==> config.mk <==
export PLATFORM = sky130hd
export DESIGN_NAME = single_wire_humidity_sensor_reader
export DESIGN_NICKNAME = d
export VERILOG_FILES = /design/src/rtl/swhsr_pkg.sv /design/src/rtl/swhsr_core.sv /design/src/rtl/single_wire_humidity_sensor_reader.sv
export SDC_FILE = /design/constraint.sdc
export NUM_CORES = 1
export LEC_CHECK = 0
export ABC_AREA = 1
export BUFFER_PORTS_ARGS = -buffer_cell sky130_fd_sc_hd__buf_2
export CAP_MARGIN = 0
export CORE_UTILIZATION = 30
export DETAILED_ROUTE_END_ITERATION = 12
export PLACE_DENSITY = 0.55
export SYNTH_ARGS = -nofsm -noshare
export SYNTH_HDL_FRONTEND = slang
export SYNTH_HIERARCHICAL = 1
export SYNTH_SLANG_ARGS = --single-unit
==> constraint.sdc <==
create_clock -name clk_i -period 2.95 [get_ports clk_i]
set_input_delay 0.4425 -clock clk_i [delete_from_list [all_inputs] [get_ports clk_i]]
set_output_delay 0.4425 -clock clk_i [all_outputs]
set_load 0.01 [all_outputs]
==> src/rtl/swhsr_pkg.sv <==
// Shared constants and types for the single-wire humidity sensor reader.
package swhsr_pkg;

  localparam int unsigned FRAME_BITS = 40;
  localparam int unsigned BIT_CNT_W  = $clog2(FRAME_BITS + 1);
  localparam int unsigned TICK_W     = 16;
  localparam int unsigned BYTE_W     = 8;

  // Byte positions within the received frame (byte 0 arrives first)
  localparam int unsigned HUM_LSB  = FRAME_BITS - BYTE_W;
  localparam int unsigned TEMP_LSB = FRAME_BITS - 3 * BYTE_W;
  localparam int unsigned SUM_LSB  = 0;

  localparam int unsigned CFG_IDX_W  = 2;
  localparam int unsigned CFG_DATA_W = 16;

  localparam logic [CFG_IDX_W-1:0] CFG_START_LOW    = 2'd0;
  localparam logic [CFG_IDX_W-1:0] CFG_RELEASE_HIGH = 2'd1;
  localparam logic [CFG_IDX_W-1:0] CFG_ONE_THRESH   = 2'd2;
  localparam logic [CFG_IDX_W-1:0] CFG_WAIT_TIMEOUT = 2'd3;

  localparam logic [TICK_W-1:0] START_LOW_RST    = 16'd18000;
  localparam logic [BYTE_W-1:0] RELEASE_HIGH_RST = 8'd40;
  localparam logic [BYTE_W-1:0] ONE_THRESH_RST   = 8'd40;
  localparam logic [TICK_W-1:0] WAIT_TIMEOUT_RST = 16'd10000;

  localparam int unsigned IN_DATA_W  = 8;
  localparam int unsigned OUT_DATA_W = 24;

  typedef struct packed {
    logic               [BYTE_W-1:0] temperature;
    logic               [BYTE_W-1:0] humidity;
    logic                            status;
    logic                            done_res;
    logic                            busy_res;
    logic                            drive_level;
    logic                            drive_enable;
  } result_t;

  typedef struct packed {
    logic                  we;
    logic [CFG_IDX_W-1:0]  idx;
    logic [CFG_DATA_W-1:0] data;
  } cfg_wr_t;

endpackage

==> src/rtl/swhsr_core.sv <==
// Sequencer for the sensor transaction: line drive, response waits and bit decode.
module swhsr_core import swhsr_pkg::*; (
  input  logic    clk_i,
  input  logic    rst_ni,
  input  cfg_wr_t cfg_i,
  input  logic    step_i,
  input  logic    start_request_i,
  input  logic    line_level_i,
  output result_t result_o
);

  typedef enum logic [2:0] {
    PH_IDLE    = 3'd0,
    PH_LOW     = 3'd1,
    PH_HIGH    = 3'd2,
    PH_RESP_HI = 3'd3,
    PH_RESP_LO = 3'd4,
    PH_BIT_HI  = 3'd5,
    PH_MEASURE = 3'd6
  } phase_e;

  logic [TICK_W-1:0] start_low_q, wait_timeout_q;
  logic [BYTE_W-1:0] release_high_q, one_thresh_q;

  phase_e                phase_q, phase_d;
  logic [TICK_W-1:0]     tick_q, tick_d;
  logic [BIT_CNT_W-1:0]  bit_q, bit_d;
  logic [FRAME_BITS-1:0] shift_q, shift_d;
  logic [BYTE_W-1:0]     hum_q, hum_d;
  logic [BYTE_W-1:0]     temp_q, temp_d;
  logic                  ldh_q, ldh_d;

  logic [TICK_W-1:0] tick_inc;
  logic [TICK_W:0]   pulse_len;
  logic              want_lvl, match, timeout, done, err, bit_val, idle;
  logic [BYTE_W:0]   byte_sum;

  always_ff @(posedge clk_i or negedge rst_ni) begin
    if (!rst_ni) begin
      start_low_q    <= START_LOW_RST;
      release_high_q <= RELEASE_HIGH_RST;
      one_thresh_q   <= ONE_THRESH_RST;
      wait_timeout_q <= WAIT_TIMEOUT_RST;
    end else if (cfg_i.we) begin
      unique case (cfg_i.idx)
        CFG_START_LOW:    start_low_q    <= cfg_i.data;
        CFG_RELEASE_HIGH: release_high_q <= cfg_i.data[BYTE_W-1:0];
        CFG_ONE_THRESH:   one_thresh_q   <= cfg_i.data[BYTE_W-1:0];
        CFG_WAIT_TIMEOUT: wait_timeout_q <= cfg_i.data;
        default: ;
      endcase
    end
  end

  assign tick_inc  = tick_q + 1'b1;
  assign pulse_len = {1'b0, tick_q} + 1'b1;
  assign want_lvl  = !(phase_q == PH_RESP_LO || phase_q == PH_MEASURE);
  assign match     = (line_level_i == want_lvl);
  assign timeout   = (tick_q >= wait_timeout_q);
  assign bit_val   = (pulse_len > {{(TICK_W + 1 - BYTE_W){1'b0}}, one_thresh_q});

  always_comb begin
    phase_d  = phase_q;
    tick_d   = tick_q;
    bit_d    = bit_q;
    shift_d  = shift_q;
    hum_d    = hum_q;
    temp_d   = temp_q;
    ldh_d    = ldh_q;
    done     = 1'b0;
    err      = 1'b0;
    byte_sum = '0;

    unique case (phase_q)
      PH_LOW: begin
        tick_d = tick_inc;
        if (tick_inc >= start_low_q) begin
          phase_d = PH_HIGH;
          tick_d  = '0;
        end
      end
      PH_HIGH: begin
        tick_d = tick_inc;
        if (tick_inc >= {{(TICK_W - BYTE_W){1'b0}}, release_high_q}) begin
          phase_d = PH_RESP_HI;
          tick_d  = '0;
        end
      end
      PH_RESP_HI, PH_RESP_LO, PH_BIT_HI: begin
        if (match) begin
          tick_d = '0;
          unique case (phase_q)
            PH_RESP_HI: phase_d = PH_RESP_LO;
            PH_RESP_LO: phase_d = PH_BIT_HI;
            default:    phase_d = PH_MEASURE;
          endcase
        end else if (timeout) begin
          done = 1'b1;
          err  = 1'b1;
        end else begin
          tick_d = tick_inc;
        end
      end
      PH_MEASURE: begin
        if (match) begin
          shift_d = {shift_q[FRAME_BITS-2:0], bit_val};
          bit_d   = bit_q + 1'b1;
          tick_d  = '0;
          if (bit_d >= BIT_CNT_W'(FRAME_BITS)) begin
            hum_d    = shift_d[HUM_LSB +: BYTE_W];
            temp_d   = shift_d[TEMP_LSB +: BYTE_W];
            byte_sum = {1'b0, hum_d} + {1'b0, temp_d};
            done     = 1'b1;
            if ({1'b0, shift_d[SUM_LSB +: BYTE_W]} != byte_sum) err = 1'b1;
            else ldh_d = 1'b1;
          end else begin
            phase_d = PH_BIT_HI;
          end
        end else if (timeout) begin
          done = 1'b1;
          err  = 1'b1;
        end else begin
          tick_d = tick_inc;
        end
      end
      default: begin
        // idle, and the unused code falls back to idle
        phase_d = PH_IDLE;
        if (start_request_i) begin
          phase_d = PH_LOW;
          tick_d  = '0;
          bit_d   = '0;
          shift_d = '0;
          ldh_d   = 1'b0;
        end
      end
    endcase

    if (done) begin
      phase_d = PH_IDLE;
      tick_d  = '0;
      if (err) ldh_d = 1'b0;
    end
  end

  always_ff @(posedge clk_i or negedge rst_ni) begin
    if (!rst_ni) begin
      phase_q <= PH_IDLE;
      tick_q  <= '0;
      bit_q   <= '0;
      shift_q <= '0;
      hum_q   <= '0;
      temp_q  <= '0;
      ldh_q   <= 1'b0;
    end else if (step_i) begin
      phase_q <= phase_d;
      tick_q  <= tick_d;
      bit_q   <= bit_d;
      shift_q <= shift_d;
      hum_q   <= hum_d;
      temp_q  <= temp_d;
      ldh_q   <= ldh_d;
    end
  end

  // Result reflects the state after this tick
  assign idle = (phase_d == PH_IDLE);
  assign result_o.drive_enable = (phase_d == PH_LOW) || (phase_d == PH_HIGH) || (idle && ldh_d);
  assign result_o.drive_level  = (phase_d == PH_HIGH) || (idle && ldh_d);
  assign result_o.busy_res     = !idle;
  assign result_o.done_res     = done;
  assign result_o.status       = done & err;
  assign result_o.humidity     = hum_d;
  assign result_o.temperature  = temp_d;

endmodule

==> src/rtl/single_wire_humidity_sensor_reader.sv <==
// Top level: tick stream in, one status/result transaction out per tick.
// The result of an accepted tick is registered and shown on the master side in the next cycle.
// Throughput: one tick per cycle; the output register takes a new result
// whenever it is empty or being drained.
// Reset: asynchronous, active low; registers return to defaults, sequencer idle,
// latched readings zero, output register empty.
module single_wire_humidity_sensor_reader import swhsr_pkg::*; (
  input  logic                  clk_i,
  input  logic                  rst_ni,
  input  logic                  cfg_we_i,
  input  logic [CFG_IDX_W-1:0]  cfg_idx_i,
  input  logic [CFG_DATA_W-1:0] cfg_data_i,
  input  logic                  s_axis_tvalid,
  output logic                  s_axis_tready,
  // [0] start_request, [1] line_level, [7:2] zero
  input  logic [IN_DATA_W-1:0]  s_axis_tdata,
  output logic                  m_axis_tvalid,
  input  logic                  m_axis_tready,
  // [0] drive_enable, [1] drive_level, [2] busy_res, [3] done_res, [4] status,
  // [12:5] humidity, [20:13] temperature, [23:21] zero
  output logic [OUT_DATA_W-1:0] m_axis_tdata
);

  localparam int unsigned RES_W = $bits(result_t);

  cfg_wr_t cfg;
  result_t result;
  logic    accept;
  logic    out_valid_q;
  result_t out_q;

  assign cfg.we   = cfg_we_i;
  assign cfg.idx  = cfg_idx_i;
  assign cfg.data = cfg_data_i;

  assign s_axis_tready = !out_valid_q || m_axis_tready;
  assign accept        = s_axis_tvalid && s_axis_tready;

  swhsr_core u_core (
    .clk_i           (clk_i),
    .rst_ni          (rst_ni),
    .cfg_i           (cfg),
    .step_i          (accept),
    .start_request_i (s_axis_tdata[0]),
    .line_level_i    (s_axis_tdata[1]),
    .result_o        (result)
  );

  always_ff @(posedge clk_i or negedge rst_ni) begin
    if (!rst_ni) begin
      out_valid_q <= 1'b0;
    end else if (s_axis_tready) begin
      out_valid_q <= s_axis_tvalid;
    end
  end

  always_ff @(posedge clk_i) begin
    if (accept) begin
      out_q <= result;
    end
  end

  assign m_axis_tvalid = out_valid_q;
  assign m_axis_tdata  = {{(OUT_DATA_W - RES_W){1'b0}}, out_q};

endmodule

==> results by group <==
Placement
  – RD Place Congestion: 0.8505
  – Detailed placement HPWL: 12,950 µm
  – Pre-CTS setup slack: -0.006977 ns
  – Port bufs: 47
  – DP Cell Count: 1,397

Timing
  – Final Hold Violating Endpoints: 0
  – Max transition margin: 0.6058
  – Hold WS: 0.2467 ns
  – Setup_tns: 0 ns
  – Period utilization: 0.9426
  – Final worst slack: 0.1693 ns
  – Worst Max-Slew Pin Slew: 0.5897 ns
  – Minimum clock period: 2.781 ns
  – Final Max Slew Viols: 0
  – Number of setup violations in the final report: 0
  – Maximum clock frequency: 0.3596 GHz
  – Worst clock skew: 0.01116 ns

Drt
  – Total wire length: 17,920 µm
  – # DRC: 0
  – Via density per instance: 4.534
  – DR pass1 iterations: 5
  – Initial DRC count: 394
  – DR WL/cell: 12.41 µm
  – DR vias: 6,547
  – Antenna viol nets, final: 0

Die
  – Row count: 60
  – Io pins: 57
  – Core area: 26,950 µm²
  – Die height: 167.6 µm
  – Initial core utilization: 0.3051
  – Die Footprint: 28,080 µm²
  – Die W: 167.6 µm

Critical path
  – R2r setup slk: 0.17 ns
  – CP startpoint kind: flop
  – Critical path class: flop to flop
  – Slowest-stage cell, CP: dfrtp_2
  – CP top delay family: simple AND/OR/NAND/NOR gates
  – CP Max Fanout: 5
  – CP Buf/Inv Count: 2
  – Most used cell, CP: nand2_1
  – Critical-path cell list: ha_4, nand2_4, nor2_4, buf_4, nand2_1, nand2_1, nand2_1, ha_1, a21oi_2, o21ai_0, a21oi_1, nand4_1, nand3_1, inv_1, nand2_2, nand3_2, nand2_2, nor2_2, nand2_1, nand2_1
  – Worst EP arrival: 2.96 ns
  – CP peak stage delay: 0.42 ns
  – CP endpoint kind: flop
  – CP required: 3.13 ns

Logic synthesis
  – EDFF count, synth: 21
  – Yosys warns: 6
  – Async SR Flop Fraction: 0.8609
  – Post-Synthesis Cells: 1,001
  – Seq/Total Area, Yosys: 0.4744
  – Main synth FF type: dfrtp_1
  – Synth Register Bits: 151
  – Avg Synthesized Cell Area: 8.215 µm²
  – Syn Std Cell Area: 8223 µm²
  – Number of distinct library cells after synthesis: 40

Global route
  – Initial antenna violation count: 0
  – Largest net degree at the start of global routing: 59
  – All-Layer GR Usage: 0.1345
  – Vias in the first global route: 6,251
  – Gr ovfl total: 0
  – First-pass GRT wire length: 30,420 µm

Run
  – Max_cap viols: 0

Min path
  – HP Class: input pin to flop

CTS
  – Root Buffer: clkbuf_16
  – Clock slew at reported path FFs: 0.06 ns
  – Max clock buf depth: 2
  – Worst skew pair latency: 0.43 ns
  – H-tree Lvls: 4
  – CTS tree: built
  – Num CTS Buffers: 17
  – Clk sinks: 151

Layout
  – Fin nets: 1,181
  – Layout cells sized above 1: 0.1913
  – Most frequent cells in the layout: nand2_1 (223), inv_1 (176), dfrtp_1 (111), o21ai_0 (101), ha_1 (52)
  – Non-filler cells, final: 1,444
  – Filler cells: 2,769
  – Synth-to-layout area growth: 21.94%
  – Diodes inserted: 0
  – Final core utilization: 0.3721
  – Commonest non-fill, non-tap cell in the layout: nand2_1

Power and ir drop
  – PD cells: 609.0 nW/µm²
  – Worst IR drop on VDD: 0.0004686 V
  – Pleak: 4.852 nW

Run status
  – Outcome: completed
## Yosys cell counts, types with 2 or more instances
cell type,number,area share
nand3_1,42,0.026
o21ai_0,103,0.063
ha_1,59,0.090
o21ai_2,2,0.0021
nand2_2,4,0.0030
edfxtp_1,21,0.077
dfstp_2,14,0.045
buf_2,7,0.0043
buf_4,4,0.0037
o21a_1,2,0.0018
inv_1,178,0.081
clkbuf_1,15,0.0068
o21bai_1,2,0.0018
nor2_2,6,0.0046
inv_2,4,0.0018
xor2_1,6,0.0064
a21oi_1,36,0.022
nor3_2,2,0.0024
nor3_1,6,0.0037
nor2_1,48,0.022
buf_1,2,0.00091
dfrtp_1,116,0.35
xnor2_1,3,0.0032
nand3b_1,2,0.0018
o22ai_1,48,0.037
nand4_1,17,0.013
nand2_1,239,0.11
## worst paths after layout
kind                                                        end  cells past startpoint                            startpoint
min in group asynchronous          u_core/temp_q[4]$_DFFE_PN0P_                      2                                rst_ni
hold / removal                        m_axis_tvalid$_DFFE_PN0P_                      3                         s_axis_tvalid
setup reg to reg                      m_axis_tdata[1]$_DFFE_PP_                     20          u_core/tick_q[1]$_DFFE_PN0P_
setup / recovery                      m_axis_tdata[1]$_DFFE_PP_                     20          u_core/tick_q[1]$_DFFE_PN0P_
max in group asynchronous    u_core/start_low_q[14]$_DFFE_PN1P_                      3                                rst_ni
hold reg to reg            u_core/wait_timeout_q[7]$_DFFE_PN0P_                      2  u_core/wait_timeout_q[7]$_DFFE_PN0P_
## cells by family (layout without fill, tap and decap cells)
| kind of cell | count (synthesis) | in the layout | share of synthesized area |
|---|---|---|---|
| other cells | 1 | 3 | 0.0004560 |
| xor+xnor | 10 | 10 | 0.01233 |
| fa+ha+maj | 60 | 60 | 0.09221 |
| flops | 151 | 151 | 0.4744 |
| simple gates | 370 | 370 | 0.1893 |
| compound gates | 197 | 197 | 0.1307 |
| buf+inv | 212 | 312 | 0.1006 |
## where the power goes
part / total (mW) / switching, mW / internal (mW) / leakage (nW)
Combinational: 1.40 / 0.838 / 0.563 / 2.69
Clock: 2.15 / 0.960 / 1.19 / 0.271
Sequential: 2.55 / 0.144 / 2.41 / 1.89
## metrics by stage
step	power [mW]	cell area, µm²
after floorplan	3.445	8234
after global placement	3.861	9064
after detailed placement	3.892	9064
after CTS	6.087	9668
after global routing	6.513	10030
final	6.107	10030
## worst reg2reg max path, cell delays in order (launching register included)
cell     delay [ns]
dfrtp_2        0.42
ha_4           0.17
nand2_4        0.08
nor2_4         0.16
buf_4          0.14
nand2_1        0.06
nand2_1        0.06
nand2_1        0.08
ha_1           0.21
a21oi_2        0.13
o21ai_0        0.10
a21oi_1        0.21
nand4_1        0.15
nand3_1        0.11
inv_1          0.05
nand2_2        0.07
nand3_2        0.09
nand2_2        0.09
nor2_2         0.04
nand2_1        0.07
nand2_1        0.06
## registers in the layout (all words and copies together) (netlist names), 3 cells and up
signal / cells
m_axis_tdata: 21
u_core/bit_q: 6
u_core/hum_q: 8
u_core/one_thresh_q: 8
u_core/phase_q: 3
u_core/release_high_q: 8
u_core/shift_q: 39
u_core/start_low_q: 16
u_core/temp_q: 8
u_core/tick_q: 16
u_core/wait_timeout_q: 16
## area by class of cell
class	count	area, µm²	area share
Timing Repair Buffer	97	655.6	0.06539
Inverter	183	689.4	0.06875
Sequential cell	151	3908	0.3897
Clock inverter	15	161.4	0.01610
Multi-Input combinational cell	640	3761	0.3751
Tap cell	341	426.7	0.04255
Clock buffer	17	425.4	0.04243
## layer usage
| layer | global-route usage | wire (µm) | vias up |
|---|---|---|---|
| met5 | 0 | 0 | - |
| li1 | - | - | 3425 |
| met3 | 0.02151 | 330 | 16 |
| met1 | 0.1825 | 9045 | 3038 |
| met4 | 0.04946 | 245 | 0 |
| met2 | 0.2156 | 8298 | 68 |
## timing repair
| item | 4_1_cts | 5_1_grt |
|---|---|---|
| endpoints found under the hold margin | 45 | 0 |
| setup buffers | 0 | 14 |
| gates resized for setup | 2 | 60 |
| endpoints found under the setup margin | 2 | 22 |
| hold buffers | 1 | 0 |
| pin swaps | 0 | 26 |
| gates cloned | 0 | 0 |
Power figures use the tool's default switching activity.
